File: src/rtl/core/rmt_pkg.sv
// Shared types, sizes and helpers for the range add / range max tree.
// No dependencies; used by every module of the block except rmt_ram.
package rmt_pkg;

    localparam int MAX_ELEMENTS = 1024;
    localparam int VALUE_BITS   = 32;
    localparam int IDX_BITS     = $clog2(MAX_ELEMENTS);
    localparam int SIZE_BITS    = IDX_BITS + 1;
    localparam int NODE_DEPTH   = 2 * MAX_ELEMENTS;
    localparam int NODE_BITS    = $clog2(NODE_DEPTH);
    localparam int STACK_DEPTH  = IDX_BITS + 2;
    localparam int SP_BITS      = $clog2(STACK_DEPTH);
    localparam int WORD_BITS    = 2 * VALUE_BITS;

    typedef enum logic [1:0] {
        OP_ASSIGN = 2'd0,
        OP_ADD    = 2'd1,
        OP_QUERY  = 2'd2,
        OP_RSVD   = 2'd3
    } t_op;

    typedef enum logic [3:0] {
        CMD_NONE,
        CMD_CLEAR,
        CMD_LOAD,
        CMD_ENTER,
        CMD_LEAF,
        CMD_PD0,
        CMD_PD1,
        CMD_PD2,
        CMD_POP,
        CMD_RESUME,
        CMD_PU0,
        CMD_PU1,
        CMD_OUT
    } t_cmd;

    typedef struct packed {
        logic clear_done;
        logic skip;
        logic is_query;
        logic l_gt_r;
        logic covered;
        logic at_root;
        logic right_done;
        logic out_free;
    } t_dp_status;

    // Signed maximum of two values.
    function automatic logic [VALUE_BITS-1:0] vmax(input logic signed [VALUE_BITS-1:0] a,
                                                   input logic signed [VALUE_BITS-1:0] b);
        return (a >= b) ? a : b;
    endfunction

endpackage

File: src/rtl/core/rmt_ctrl.sv
// Sequencer for the tree walk: issues one datapath command per cycle.
// Depends on rmt_pkg.
module rmt_ctrl (
    input  logic                i_clk,
    input  logic                i_rst_n,
    input  logic                i_in_valid,
    input  rmt_pkg::t_dp_status i_stat,
    output rmt_pkg::t_cmd       o_cmd,
    output logic                o_in_ready
);

    typedef enum logic [3:0] {
        ST_CLEAR,
        ST_IDLE,
        ST_START,
        ST_ENTER,
        ST_LEAF,
        ST_PD0,
        ST_PD1,
        ST_PD2,
        ST_RET,
        ST_RESUME,
        ST_PU0,
        ST_PU1,
        ST_DONE
    } t_state;

    t_state        r_state;
    t_state        n_state;
    rmt_pkg::t_cmd n_cmd;

    always_comb begin
        n_state = r_state;
        n_cmd   = rmt_pkg::CMD_NONE;
        unique case (r_state)
            ST_CLEAR: begin
                n_cmd = rmt_pkg::CMD_CLEAR;
                if (i_stat.clear_done) begin
                    n_state = ST_IDLE;
                end
            end
            ST_IDLE: begin
                if (i_in_valid) begin
                    n_cmd   = rmt_pkg::CMD_LOAD;
                    n_state = ST_START;
                end
            end
            ST_START: begin
                n_state = i_stat.skip ? ST_IDLE : ST_ENTER;
            end
            ST_ENTER: begin
                n_cmd = rmt_pkg::CMD_ENTER;
                priority if (i_stat.l_gt_r) begin
                    n_state = ST_RET;
                end else if (i_stat.covered) begin
                    n_state = ST_LEAF;
                end else begin
                    n_state = ST_PD0;
                end
            end
            ST_LEAF: begin
                n_cmd   = rmt_pkg::CMD_LEAF;
                n_state = ST_RET;
            end
            ST_PD0: begin
                n_cmd   = rmt_pkg::CMD_PD0;
                n_state = ST_PD1;
            end
            ST_PD1: begin
                n_cmd   = rmt_pkg::CMD_PD1;
                n_state = ST_PD2;
            end
            ST_PD2: begin
                n_cmd   = rmt_pkg::CMD_PD2;
                n_state = ST_ENTER;
            end
            ST_RET: begin
                if (i_stat.at_root) begin
                    n_state = i_stat.is_query ? ST_DONE : ST_IDLE;
                end else begin
                    n_cmd   = rmt_pkg::CMD_POP;
                    n_state = ST_RESUME;
                end
            end
            ST_RESUME: begin
                n_cmd = rmt_pkg::CMD_RESUME;
                priority if (!i_stat.right_done) begin
                    n_state = ST_ENTER;
                end else if (i_stat.is_query) begin
                    n_state = ST_RET;
                end else begin
                    n_state = ST_PU0;
                end
            end
            ST_PU0: begin
                n_cmd   = rmt_pkg::CMD_PU0;
                n_state = ST_PU1;
            end
            ST_PU1: begin
                n_cmd   = rmt_pkg::CMD_PU1;
                n_state = ST_RET;
            end
            ST_DONE: begin
                if (i_stat.out_free) begin
                    n_cmd   = rmt_pkg::CMD_OUT;
                    n_state = ST_IDLE;
                end
            end
            default: begin
                n_state = ST_IDLE;
            end
        endcase
    end

    always_ff @(posedge i_clk) begin
        if (!i_rst_n) begin
            r_state <= ST_CLEAR;
        end else begin
            r_state <= n_state;
        end
    end

    assign o_cmd      = n_cmd;
    assign o_in_ready = (r_state == ST_IDLE);

endmodule

File: config.mk
export PLATFORM = sky130hd
export DESIGN_NAME = rmt_ctrl
export DESIGN_NICKNAME = d
export VERILOG_FILES = /design/src/rtl/core/rmt_pkg.sv /design/src/rtl/core/rmt_ctrl.sv
export SDC_FILE = /design/constraint.sdc
export NUM_CORES = 1
export LEC_CHECK = 0
export CORE_AREA = 10 10 47 49
export CTS_CLUSTER_SIZE = 28
export DETAILED_ROUTE_END_ITERATION = 6
export DIE_AREA = 0 0 57 59
export DONT_BUFFER_PORTS = 1
export GPL_TIMING_DRIVEN = 0
export PLACE_DENSITY = 0.45
export SLEW_MARGIN = 20
export SYNTH_ARGS = -nofsm -noshare
export SYNTH_HDL_FRONTEND = slang
export SYNTH_SLANG_ARGS = --single-unit
export TNS_END_PERCENT = 30
File: constraint.sdc
create_clock -name i_clk -period 1.4 [get_ports i_clk]
set_clock_uncertainty 0.2 [all_clocks]
set_input_delay 0.14 -clock i_clk [delete_from_list [all_inputs] [get_ports i_clk]]
set_output_delay 0.14 -clock i_clk [all_outputs]
set_load 0.01 [all_outputs]
Word-level counts from Yosys, hierarchy flattened
Index checks and enable logic that the tools add are counted.
- $add $sub $neg: 0
- order comparisons: 0
- multipliers: 0
- bitwise gates (word level): 0
- reduce and logical (&&, ||, !) cells: 3
- equality and inequality tests: 15
- div/mod/pow operators: 0
- shifts and indexed selects: 0
- multiplexer cells: 15
- operator list (cell ; count):
    $pmux 4 s12 ; 2
    $mux 4 ; 9
    $eq 4x4->1 const B ; 5
    $eq 4x3->1 const B ; 4
    $eq 4x2->1 const B ; 2
    $mux 2 ; 3
    $ne 2x2->1 const B ; 3
    $eq 4x1->1 const B ; 1
    $logic_not 4->1 ; 1
    $reduce_and 3->1 ; 1
    $reduce_or 2->1 ; 1
    $mux 1 ; 1
- latch bits: 0
- memories: 0
- logic and storage cells: 34
- memory bits (writable): 0
- ROM bits: 0
- output and inout bits: 5
- bits of input ports: 11
- register bits: 4

Logic depth before layout (Yosys ltp)
Gate-level depths: netlist of the first run.
- depth in word-level cells: 3
- depth in mapped cells: 5
- depth with buffers taken out: 4

Least setup slack after synthesis of the first run
OpenSTA, ideal clock, no wires.
- path kind: reg2out
- from: reg r_state[2]
- to: out o_cmd[2]
- data arrival time: 1.085 ns
- data required time: 1.060 ns
- path slack: -0.025 ns
- buffers on the path: 2
- cell stages (with the launch flop): 4
- cell sequence: dfxtp_1 buf_2 buf_1 a21boi_0
- longest elaborated chain between the ends: 2
- elaborated cells between the ends (all ways): 13
- RTL lines (item ; line ; source):
    from (decl) ; rmt_ctrl.sv:28 ; t_state r_state;
    from (signal assigned) ; rmt_ctrl.sv:119 ; r_state <= n_state;
    $eq 4x4->1 (tied with other cells) ; rmt_ctrl.sv:35 ; unique case (r_state)
    $pmux 4 s12 (*) ; rmt_ctrl.sv:35 ;
    to (decl) ; rmt_ctrl.sv:8 ; output rmt_pkg::t_cmd o_cmd,
Mark *: on every way between the ends. The rest lies on a longest branch, timed or not.

Final worst setup path of the first run
- from: reg r_state[0]
- to: out o_cmd[1]
The elaborated chain is that of the path after synthesis.

==> results of run 1 <==
[synth_stat cells, drive strengths merged]
cell type	number
a311oi	1
a21boi	1
o22ai	3
inv	2
a21o	1
or3b	1
buf	4
nor4	1
nand2	6
nor3b	2
clkbuf	1
dfxtp	4
and2	2
o21ai	2
a21oi	9
a31oi	3
o211ai	1
nor2	7
nand3	1
o211a	1
a32oi	1
a211oi	1
o31a	1
nor3	4
nand2b	4
[worst max-delay path: stages (launching register included)]
cell,delay (ns)
dfxtp_4,0.36
buf_8,0.14
nand2_4,0.06
nor2_2,0.08
a21oi_1,0.05
o22ai_2,0.22
[final cells by class]
class                      count  area (µm²)  share of cell area, %
tap                           16        20.0                   2.99
multi-input combinational     53         394                   58.9
clock buffer                   3        22.5                   3.36
sequential                     4        88.8                   13.3
buffer                         5        71.3                   10.7
timing repair buffer           8        65.1                   9.72
inverter                       2        7.51                   1.12
[per-layer routing]
layer | GRT usage [%] | routed length (µm) | vias to the layer above
li1 | - | - | 259
met5 | 0 | 0 | -
met4 | 3.02 | 0 | 0
met2 | 12.7 | 709 | 25
met3 | 3.86 | 144 | 0
met1 | 9.90 | 604 | 259
[cell families (layout without fill, tap and decap cells)]
| kind of cell | Yosys count | after routing | synth area share [%] |
|---|---|---|---|
| and+or+nand+nor | 28 | 28 | 34.6 |
| AOI/OAI and AO/OA | 25 | 25 | 38.3 |
| buffers and inverters | 7 | 18 | 7.83 |
| DFF | 4 | 4 | 19.3 |
[through the flow]
| step | std cells | TNS (ns) | setup WS [ns] |
|---|---|---|---|
| finish | 91 | -0.286 | -0.0854 |
| CTS | 89 | -0.318 | -0.100 |
| detailed placement | 80 | -1.09 | -0.201 |
| global placement | 80 | -1.12 | -0.220 |
| floorplan | 64 | 0 | 0.00400 |
| global route | 91 | -0.671 | -0.147 |
[final timing paths]
kind | endpoint | slack (ns) | depth (start not counted)
worst max-delay path | o_cmd[1] | -0.09 | 5
worst min-delay path | r_state[1]$_SDFFE_PN0P_ | 0.02 | 4
worst max register to register | r_state[3]$_SDFFE_PN0P_ | -0.01 | 5
worst min register to register | r_state[1]$_SDFFE_PN0P_ | 0.44 | 2
[power by group]
part	leakage, nW	switching [W]	total (W)	internal [W]
clock network	0.0138	0.0000456	0.000141	0.0000958
logic	0.194	0.000122	0.000248	0.000126
registers	0.0344	0.0000114	0.000134	0.000123
total	0.242	0.000179	0.000524	0.000345
[cells in the final DEF, fill, tap and decap left out, types with 2 or more instances in the layout]
cell | synthesis | routed
a21oi_1 | 9 | 7
a21oi_2 | 0 | 2
a31oi_1 | 3 | 2
buf_4 | 1 | 6
buf_8 | 0 | 4
clkbuf_4 | 0 | 3
dfxtp_4 | 0 | 2
dlygate4sd3_1 | 0 | 2
nand2_1 | 5 | 5
nand2b_1 | 4 | 4
nor2_1 | 7 | 4
nor2_2 | 0 | 2
nor3_4 | 0 | 2
nor3b_1 | 2 | 2
o21ai_1 | 0 | 2
o22ai_2 | 0 | 2
[repair_timing]
action / 4_1_cts / 5_1_grt
buffers inserted: 4 / 2
hold buffers: 2 / 0
gates resized for setup: 29 / 13
setup endpoints to repair: 9 / 9
pin swaps: 8 / 6
hold endpoints to repair: 4 / 0
==> metrics.txt, run 1 <==
# TYPE chip_impl_metric gauge
chip_impl_info{name="largest_register",value="r_state"} 1
chip_impl_metric{name="ys_seq_area_share",unit="%"} 19.3
chip_impl_metric{name="cts_htree_levels",unit=""} 1
chip_impl_metric{name="dp_hpwl",unit="µm"} 993
chip_impl_metric{name="worstSkewPairLatency",unit="ns"} 0.23
chip_impl_metric{name="ys_ff_latch",unit=""} 4
chip_impl_metric{name="power",unit="W"} 0.000524
chip_impl_info{name="cts_tree",value="built"} 1
chip_impl_info{name="synth.largest_area_cell",value="dfxtp_1"} 1
chip_impl_metric{name="floorplan_core_area",unit="µm²"} 1400
chip_impl_info{name="worst_r2r_startpoint",value="r_state[0]$_SDFFE_PN0P_"} 1
chip_impl_info{name="ys_top_cells_by_area",value="dfxtp_1 (19%), a21oi_1 (11%), nor2_1 (6.3%)"} 1
chip_impl_metric{name="clk_pin_slew_worst_paths",unit="ns"} 0.04
chip_impl_metric{name="layout_worst_path_cycle_share",unit="%"} 106
chip_impl_metric{name="final_period_minus_worst_setup_slack",unit="ns"} 1.49
chip_impl_metric{name="drcViolationCount",unit=""} 0
chip_impl_metric{name="numPortBuffers",unit=""} 0
chip_impl_metric{name="hold_viol",unit=""} 0
chip_impl_metric{name="start_util",unit="%"} 29.6
chip_impl_metric{name="total_leakage_power",unit="nW"} 0.242
chip_impl_metric{name="ant_nets",unit=""} 0
chip_impl_metric{name="timing.critical_path.fanout_max",unit=""} 7
chip_impl_metric{name="maxSlewViolCount",unit=""} 0
chip_impl_info{name="grt_setup_unrepaired",value="true"} 1
chip_impl_metric{name="clock-sinks",unit=""} 4
chip_impl_info{name="failed_checks",value="setup timing"} 1
chip_impl_metric{name="worst-endpoint-required",unit="ns"} 1.06
chip_impl_metric{name="post_route_utilization",unit="%"} 47.8
chip_impl_metric{name="fp.dieArea",unit="µm²"} 3360
chip_impl_metric{name="firstDrtPassIters",unit=""} 4
chip_impl_metric{name="slew-limit-headroom",unit="%"} 81.2
chip_impl_metric{name="fillers",unit=""} 154
chip_impl_metric{name="ys.warnings.count",unit=""} 0
chip_impl_metric{name="largest_register_ff_count",unit=""} 4
chip_impl_metric{name="floorplan.rows",unit=""} 14
chip_impl_metric{name="grt_max_degree",unit=""} 11
chip_impl_metric{name="detailroute.via_count",unit=""} 543
chip_impl_info{name="clockRootBuffer",value="clkbuf_4"} 1
chip_impl_metric{name="cts.path.max_buffers",unit=""} 2
chip_impl_metric{name="yosys.cell_types.count",unit=""} 28
chip_impl_metric{name="power_per_cell_area",unit="nW/µm²"} 783
chip_impl_metric{name="drt_iter0_drc",unit=""} 10
chip_impl_info{name="run_status",value="finished, violations left"} 1
chip_impl_metric{name="synth_largest_type_area_fraction",unit="%"} 19.3
chip_impl_metric{name="postSynthAreaPerCell",unit="µm²"} 6.49
chip_impl_metric{name="timing.final.setup_violations",unit=""} 5
chip_impl_info{name="critPathLaunch",value="r_state[0]$_SDFFE_PN0P_"} 1
chip_impl_metric{name="horizontal_extent_of_the_die",unit="µm"} 57
chip_impl_metric{name="grt_usage",unit="%"} 8.31
chip_impl_metric{name="postSynthNetCount",unit=""} 75
chip_impl_info{name="timing.hold.worst.start",value="i_in_valid"} 1
chip_impl_metric{name="final_wtd_congestion",unit=""} 0.774
chip_impl_metric{name="first_global_vias",unit=""} 483
chip_impl_metric{name="routedWlPerCell",unit="µm"} 16.0
chip_impl_metric{name="number_of_antenna_violations_at_the_first_check_in_global_routing",unit=""} 0
chip_impl_info{name="critical_path.endpoint_type",value="primary output"} 1
chip_impl_info{name="largest_registers",value="r_state x4"} 1
chip_impl_metric{name="cp_arrival",unit="ns"} 1.15
chip_impl_metric{name="max_freq",unit="MHz"} 673
chip_impl_metric{name="die-height",unit="µm"} 59
chip_impl_metric{name="layout-drive-gt1-share",unit="%"} 44.0
chip_impl_metric{name="first_pass_grt_wire_length",unit="µm"} 2310
chip_impl_metric{name="finalHoldWorstSlack",unit="ns"} 0.0227
chip_impl_metric{name="layout_setup_ws",unit="ns"} -0.0854
chip_impl_metric{name="antenna_cells_inserted",unit=""} 0
chip_impl_info{name="critical_path.startpoint_type",value="register"} 1
chip_impl_metric{name="route.detailed.vias_per_inst",unit=""} 5.97
chip_impl_metric{name="synthesis.instances",unit=""} 64
chip_impl_metric{name="total_cts_buffers",unit=""} 3
chip_impl_info{name="worst-setup-path-type",value="register to primary output"} 1
chip_impl_metric{name="placedInstanceArea",unit="µm²"} 435
chip_impl_metric{name="post_synth_instance_area",unit="µm²"} 415
chip_impl_metric{name="finalInstanceArea",unit="µm²"} 669
chip_impl_metric{name="grt_remaining_overflow",unit=""} 0
chip_impl_metric{name="nets",unit=""} 88
chip_impl_metric{name="vdd_drop_max",unit="mV"} 0.422
chip_impl_metric{name="worst_slew_pin_slew",unit="ns"} 0.281
chip_impl_metric{name="io-pin-count",unit=""} 16
chip_impl_metric{name="max_cap_violations",unit=""} 0
chip_impl_info{name="worst_hold_path_type",value="input pin to register"} 1
chip_impl_metric{name="flow.area_growth_from_synthesis",unit="%"} 61.1
chip_impl_metric{name="drt-total-wl",unit="µm"} 1460
(Power assumes the default switching activity.)
==> run 2, diff against run 1 <==
==> constraint.sdc (replaced) <==
create_clock -name i_clk -period 1.4 [get_ports i_clk]
set_clock_uncertainty 0.2 [all_clocks]
set_input_delay 0.14 -clock i_clk [delete_from_list [all_inputs] [get_ports i_clk]]
set_output_delay 0.14 -clock i_clk [all_outputs]
set_load 0.1 [all_outputs]
==> run 2 against run 1 <==
  * Global-route usage up 1.2 points
  * Final area up 6.7%
  * Flip-flop and latch count unchanged
  * Routed wire length up 13%
  * The flow still finishes with violations (setup timing)
  * Combinational power up 49%
  * Via count up 2.0%
  * Sequential power about the same
  * Largest cell class unchanged
  * First-iteration DRC count rose to 3.5 times the previous value
==> metrics.txt, run 2 (synthesis results as in run 1) <==
# TYPE chip_impl_metric gauge
chip_impl_metric{name="grt_usage",unit="%"} 9.48
chip_impl_metric{name="maxSlewViolCount",unit=""} 0
chip_impl_metric{name="p_sw_share",unit="%"} 45.8
chip_impl_metric{name="post_route_utilization",unit="%"} 51.0
chip_impl_metric{name="drcViolationCount",unit=""} 0
chip_impl_metric{name="antenna_cells_inserted",unit=""} 0
chip_impl_metric{name="final_cells",unit=""} 95
chip_impl_metric{name="layout_worst_path_cycle_share",unit="%"} 137
chip_impl_metric{name="dp.cells",unit=""} 80
chip_impl_metric{name="timing.critical_path.fanout_max",unit=""} 4
chip_impl_metric{name="firstDrtPassIters",unit=""} 5
chip_impl_metric{name="power.share.sequential",unit="%"} 20.5
chip_impl_metric{name="power.combinational.fraction",unit="%"} 57.7
chip_impl_info{name="largest_registers",value="r_state x4"} 1
chip_impl_metric{name="routedWlPerCell",unit="µm"} 17.3
chip_impl_metric{name="io-pin-count",unit=""} 16
chip_impl_info{name="worst_path_max_delay_cell",value="nor3_4"} 1
chip_impl_metric{name="drt_iter0_drc",unit=""} 35
chip_impl_metric{name="clock-sinks",unit=""} 4
chip_impl_metric{name="floorplan.rows",unit=""} 14
chip_impl_info{name="failed_checks",value="setup timing"} 1
chip_impl_metric{name="switching_power",unit="W"} 0.000294
chip_impl_metric{name="cp_arrival",unit="ns"} 1.58
chip_impl_metric{name="first_pass_grt_wire_length",unit="µm"} 2570
chip_impl_metric{name="vdd_drop_max",unit="mV"} 0.418
chip_impl_info{name="largest_register",value="r_state"} 1
chip_impl_metric{name="grt_remaining_overflow",unit=""} 0
chip_impl_metric{name="total_cts_buffers",unit=""} 3
chip_impl_metric{name="clk_pin_slew_worst_paths",unit="ns"} 0.04
chip_impl_metric{name="worst_slew_pin_slew",unit="ns"} 0.993
chip_impl_info{name="critical_path.cell_chain",value="buf_6 > buf_12 > nor3_4"} 1
chip_impl_metric{name="die-height",unit="µm"} 59
chip_impl_metric{name="start_util",unit="%"} 29.6
chip_impl_metric{name="worstSkewPairLatency",unit="ns"} 0.23
chip_impl_metric{name="slowest_delay",unit="ns"} 0.81
chip_impl_info{name="critical_path.endpoint_type",value="primary output"} 1
chip_impl_metric{name="place_ws",unit="ns"} -0.381
chip_impl_metric{name="cts_htree_levels",unit=""} 1
chip_impl_info{name="critical_path.startpoint_type",value="register"} 1
chip_impl_metric{name="nets",unit=""} 92
chip_impl_metric{name="drt-total-wl",unit="µm"} 1640
chip_impl_info{name="critPathTopFamily",value="simple AND/OR/NAND/NOR gates"} 1
chip_impl_metric{name="dp_hpwl",unit="µm"} 1050
chip_impl_metric{name="max_freq",unit="MHz"} 520
chip_impl_info{name="grt_setup_unrepaired",value="true"} 1
chip_impl_info{name="clockRootBuffer",value="clkbuf_4"} 1
chip_impl_metric{name="numPortBuffers",unit=""} 0
chip_impl_metric{name="ant_nets",unit=""} 0
chip_impl_metric{name="cellInternalPower",unit="W"} 0.000347
chip_impl_metric{name="final_period_minus_worst_setup_slack",unit="ns"} 1.92
chip_impl_info{name="cts_tree",value="built"} 1
chip_impl_metric{name="hold_viol",unit=""} 0
chip_impl_metric{name="cts.path.max_buffers",unit=""} 2
chip_impl_metric{name="path_buf_inv",unit=""} 2
chip_impl_metric{name="floorplan_core_area",unit="µm²"} 1400
chip_impl_metric{name="total_leakage_power",unit="nW"} 0.261
chip_impl_info{name="worst-setup-path-type",value="register to primary output"} 1
chip_impl_metric{name="horizontal_extent_of_the_die",unit="µm"} 57
chip_impl_metric{name="fp.dieArea",unit="µm²"} 3360
chip_impl_info{name="run_status",value="finished, violations left"} 1
chip_impl_metric{name="detailroute.via_count",unit=""} 554
chip_impl_metric{name="layout-drive-gt1-share",unit="%"} 43.0
chip_impl_metric{name="worst-endpoint-required",unit="ns"} 1.06
chip_impl_metric{name="grt_max_degree",unit=""} 11
chip_impl_metric{name="final_wtd_congestion",unit=""} 0.740
chip_impl_metric{name="power_per_cell_area",unit="nW/µm²"} 898
chip_impl_metric{name="layout_setup_ws",unit="ns"} -0.525
chip_impl_metric{name="route.detailed.vias_per_inst",unit=""} 5.83
chip_impl_metric{name="slew-limit-headroom",unit="%"} 33.6
chip_impl_info{name="mostFrequentLayoutCells",value="a21oi_1 (9), buf_4 (8), nor2_1 (5), nand2_1 (4), nand2b_1 (4)"} 1
chip_impl_metric{name="timing.final.setup_violations",unit=""} 9
chip_impl_metric{name="finalHoldWorstSlack",unit="ns"} 0.0244
chip_impl_metric{name="number_of_antenna_violations_at_the_first_check_in_global_routing",unit=""} 0
chip_impl_info{name="final_common_cell",value="a21oi_1"} 1
chip_impl_info{name="worst_hold_path_type",value="input pin to register"} 1
chip_impl_metric{name="largest_register_ff_count",unit=""} 4
chip_impl_metric{name="clockPowerShare",unit="%"} 21.8
chip_impl_metric{name="first_global_vias",unit=""} 501
chip_impl_metric{name="flow.area_growth_from_synthesis",unit="%"} 72.0
chip_impl_metric{name="max_cap_violations",unit=""} 0
[run 2: cell count changes in the layout (fill, tap and decap cells not counted), moves of 2 or more]
cell	previous run	this run
nor2_2	2	0
o22ai_2	2	0
buf_4	6	8
buf_12	0	2
a21oi_1	7	9
a21oi_2	2	0
o22ai_4	0	2
buf_8	4	1
buf_6	1	3
[run 2: worst min-delay path, stage by stage]
cell and delay (ns):
a31oi_1 0.06, o211ai_1 0.17, a211oi_1 0.05
[run 2: layout make-up]
cell class,count,area [µm²]
fillers,138,687
repair buffers,12,111
flip-flops and latches,4,90.1
multi-input cells,53,392
plain buffers,5,71.3
clock buffers,3,22.5
well taps,16,20.0
inverters,2,7.51
[run 2: path summary, 6_finish.rpt]
check	cells past startpoint	startpoint	endpoint	slack, ns
max	3	r_state[2]$_SDFFE_PN0P_	o_in_ready	-0.52
min	3	i_stat[1]	r_state[1]$_SDFFE_PN0P_	0.02
max reg2reg	5	r_state[0]$_SDFFE_PN0P_	r_state[2]$_SDFFE_PN0P_	-0.22
min reg2reg	2	r_state[1]$_SDFFE_PN0P_	r_state[1]$_SDFFE_PN0P_	0.43
[run 2: routing by layer]
layer | GRT usage [%] | share of wire (%) | vias up
met5 | 0 | 0 | -
met4 | 6.38 | 2.8 | 0
met3 | 2.58 | 8.9 | 10
met2 | 13.3 | 46 | 30
met1 | 12.2 | 42 | 246
li1 | - | - | 268
[run 2: per-stage QoR]
step	power (W)	setup TNS, ns	cell area, µm²
floorplan	0.000412	-1.24	507
global placement	0.000438	-1.91	527
detailed placement	0.000437	-1.93	527
CTS	0.000638	-2.75	693
global route	0.000682	-3.41	714
finish	0.000642	-2.85	714
[run 2: what timing repair did]
action | in CTS | in global routing
hold buffers | 2 | 0
setup buffers | 9 | 1
pin swaps | 8 | 1
gates cloned | 0 | 0
resized for setup | 13 | 4
endpoints found under the setup margin | 8 | 9
endpoints found under the hold margin | 4 | 0
[run 2: power groups by stage]
stage / logic (W) / registers, W / clock network (W)
floorplan: 0.000278 / 0.000134 / 0
global placement: 0.000301 / 0.000137 / 0
detailed placement: 0.000300 / 0.000137 / 0
CTS: 0.000361 / 0.000134 / 0.000144
global route: 0.000392 / 0.000133 / 0.000157
finish: 0.000370 / 0.000132 / 0.000140
==> run 3, diff against run 2 <==
==> constraint.sdc (replaced) <==
create_clock -name i_clk -period 1.4 [get_ports i_clk]
set_clock_uncertainty 0.2 [all_clocks]
set_input_delay 0.14 -clock i_clk [delete_from_list [all_inputs] [get_ports i_clk]]
set_output_delay 0.14 -clock i_clk [all_outputs]
set_load 0.02 [all_outputs]
==> run 3 against run 2 <==
  * The run still ends with setup timing left
  * Maximum frequency rose by 26%
  * Global-route usage fell by 1.0 points
  * Critical path depth rose by 1
  * Critical path type unchanged
  * Largest power group unchanged
==> metrics.txt, run 3 (synthesis results as in run 1) <==
# TYPE chip_impl_metric gauge
chip_impl_metric{name="firstDrtPassIters",unit=""} 4
chip_impl_metric{name="power_per_cell_area",unit="nW/µm²"} 802
chip_impl_info{name="critical_path.endpoint_type",value="primary output"} 1
chip_impl_metric{name="io-pin-count",unit=""} 16
chip_impl_metric{name="finalInstanceArea",unit="µm²"} 623
chip_impl_metric{name="route.detailed.vias_per_inst",unit=""} 5.49
chip_impl_metric{name="dp_hpwl",unit="µm"} 997
chip_impl_info{name="run_status",value="finished, violations left"} 1
chip_impl_metric{name="total_cts_buffers",unit=""} 3
chip_impl_metric{name="drcViolationCount",unit=""} 0
chip_impl_metric{name="cts_htree_levels",unit=""} 1
chip_impl_metric{name="grt_remaining_overflow",unit=""} 0
chip_impl_info{name="final_common_cell",value="a21oi_1"} 1
chip_impl_metric{name="max_freq",unit="MHz"} 656
chip_impl_metric{name="max_cap_violations",unit=""} 0
chip_impl_metric{name="hold_viol",unit=""} 0
chip_impl_info{name="worst_hold_path_type",value="input pin to register"} 1
chip_impl_info{name="failed_checks",value="setup timing"} 1
chip_impl_metric{name="start_util",unit="%"} 29.6
chip_impl_metric{name="worst_slew_pin_slew",unit="ns"} 0.390
chip_impl_metric{name="ant_nets",unit=""} 0
chip_impl_metric{name="cts.path.max_buffers",unit=""} 2
chip_impl_metric{name="cellInternalPower",unit="W"} 0.000322
chip_impl_metric{name="grt_usage",unit="%"} 8.47
chip_impl_metric{name="vdd_drop_max",unit="mV"} 0.369
chip_impl_metric{name="cp_arrival",unit="ns"} 1.18
chip_impl_metric{name="timing.final.setup_violations",unit=""} 8
chip_impl_info{name="largest_register",value="r_state"} 1
chip_impl_info{name="clockRootBuffer",value="clkbuf_4"} 1
chip_impl_metric{name="clock-sinks",unit=""} 4
chip_impl_metric{name="p_sw_share",unit="%"} 35.5
chip_impl_metric{name="total_leakage_power",unit="nW"} 0.235
chip_impl_metric{name="maxSlewViolCount",unit=""} 0
chip_impl_info{name="worst-setup-path-type",value="register to primary output"} 1
chip_impl_metric{name="floorplan.rows",unit=""} 14
chip_impl_info{name="critical_path.startpoint_type",value="register"} 1
chip_impl_metric{name="first_pass_grt_wire_length",unit="µm"} 2330
chip_impl_metric{name="largest_register_ff_count",unit=""} 4
chip_impl_metric{name="switching_power",unit="W"} 0.000178
chip_impl_metric{name="grt_max_degree",unit=""} 11
chip_impl_metric{name="routedWlPerCell",unit="µm"} 15.9
chip_impl_metric{name="drt-total-wl",unit="µm"} 1450
chip_impl_info{name="largest_registers",value="r_state x4"} 1
chip_impl_metric{name="floorplan_core_area",unit="µm²"} 1400
chip_impl_metric{name="clockPowerShare",unit="%"} 28.9
chip_impl_metric{name="final_period_minus_worst_setup_slack",unit="ns"} 1.52
chip_impl_metric{name="worstSkewPairLatency",unit="ns"} 0.24
chip_impl_metric{name="drt_iter0_drc",unit=""} 14
chip_impl_metric{name="antenna_cells_inserted",unit=""} 0
chip_impl_info{name="cts_tree",value="built"} 1
chip_impl_metric{name="flow.area_growth_from_synthesis",unit="%"} 50.0
chip_impl_metric{name="power.share.sequential",unit="%"} 26.6
chip_impl_metric{name="worst-endpoint-required",unit="ns"} 1.06
chip_impl_metric{name="first_global_vias",unit=""} 510
chip_impl_metric{name="layout_worst_path_cycle_share",unit="%"} 109
chip_impl_metric{name="slew-limit-headroom",unit="%"} 73.9
chip_impl_metric{name="power.combinational.fraction",unit="%"} 44.5
chip_impl_metric{name="layout-drive-gt1-share",unit="%"} 36.0
chip_impl_metric{name="power",unit="W"} 0.000500
chip_impl_metric{name="horizontal_extent_of_the_die",unit="µm"} 57
chip_impl_metric{name="detailroute.via_count",unit=""} 500
chip_impl_metric{name="final_wtd_congestion",unit=""} 0.723
chip_impl_metric{name="placedInstanceArea",unit="µm²"} 453
chip_impl_metric{name="nets",unit=""} 88
chip_impl_metric{name="timing.critical_path.fanout_max",unit=""} 6
chip_impl_metric{name="numPortBuffers",unit=""} 0
chip_impl_metric{name="clk_pin_slew_worst_paths",unit="ns"} 0.04
chip_impl_metric{name="die-height",unit="µm"} 59
chip_impl_info{name="grt_setup_unrepaired",value="true"} 1
chip_impl_metric{name="layout_setup_ws",unit="ns"} -0.125
chip_impl_metric{name="number_of_antenna_violations_at_the_first_check_in_global_routing",unit=""} 0
chip_impl_info{name="mostFrequentLayoutCells",value="a21oi_1 (8), buf_4 (6), nand2_1 (5), nor2_1 (5), nand2b_1 (4)"} 1
chip_impl_metric{name="fp.dieArea",unit="µm²"} 3360
==> run 3: cell types whose count changed in the layout (fill, tap and decap cells not counted), moves of 2 or more <==
cell | previous run | this run
o22ai_4 | 2 | 0
buf_4 | 8 | 6
buf_12 | 2 | 0
o22ai_2 | 0 | 2
==> run 3: power groups by stage <==
stage / clock network [W] / logic, W / registers (W)
after CTS: 0.000151 / 0.000215 / 0.000132
after global placement: 0 / 0.000157 / 0.000135
after global routing: 0.000154 / 0.000244 / 0.000134
final: 0.000145 / 0.000222 / 0.000133
after detailed placement: 0 / 0.000157 / 0.000135
after floorplan: 0 / 0.000136 / 0.000132
==> run 3: per-stage QoR <==
step / setup TNS, ns / util (%) / cells / setup WS [ns] / hold slack [ns]
4_1_cts: -0.779 / 43.6 / 90 / -0.154 / 0.0277
2_1_floorplan: -0.230 / - / 64 / -0.0639 / 0.0617
3_5_place_dp: -1.66 / 32.3 / 80 / -0.273 / 0.0693
5_1_grt: -1.37 / 44.5 / 91 / -0.190 / 0.0635
3_3_place_gp: -1.62 / 32.3 / 80 / -0.256 / 0.0678
6_report: -0.732 / 44.5 / 91 / -0.125 / 0.0330
==> run 3: metal layers <==
| layer | GRT usage (%) | vias to the layer above | routed length [µm] |
|---|---|---|---|
| met1 | 9.38 | 224 | 597 |
| met5 | 0 | - | 0 |
| met3 | 2.15 | 0 | 87 |
| li1 | - | 261 | - |
| met2 | 15.2 | 15 | 761 |
| met4 | 3.02 | 0 | 0 |
==> run 3: final timing paths <==
kind | startpoint | endpoint | slack, ns | cells past startpoint
setup / recovery | r_state[3]$_SDFFE_PN0P_ | o_cmd[0] | -0.12 | 4
hold / removal | i_stat[1] | r_state[1]$_SDFFE_PN0P_ | 0.03 | 3
setup reg to reg | r_state[0]$_SDFFE_PN0P_ | r_state[2]$_SDFFE_PN0P_ | -0.08 | 4
hold reg to reg | r_state[1]$_SDFFE_PN0P_ | r_state[1]$_SDFFE_PN0P_ | 0.45 | 2
==> run 3: worst max-delay path, stage by stage, from the launching register on <==
cell,delay [ns]
dfxtp_2,0.34
clkbuf_8,0.15
nor3_2,0.16
a21oi_1,0.07
o22ai_2,0.23
==> run 3: final cells by class <==
type	instances	area [µm²]
sequential	4	86.3
multi-input combinational	53	355
clock buffer	3	22.5
buffer	5	66.3
tap	16	20.0
timing repair buffer	8	65.1
inverter	2	7.51
fill	165	778
==> run 3: what timing repair did <==
item | 4_1_cts | 5_1_grt
setup buffers | 5 | 1
pin swaps | 6 | 2
hold buffers | 2 | 0
resized for setup | 23 | 1
hold endpoints to repair | 4 | 0
setup endpoints to repair | 9 | 9
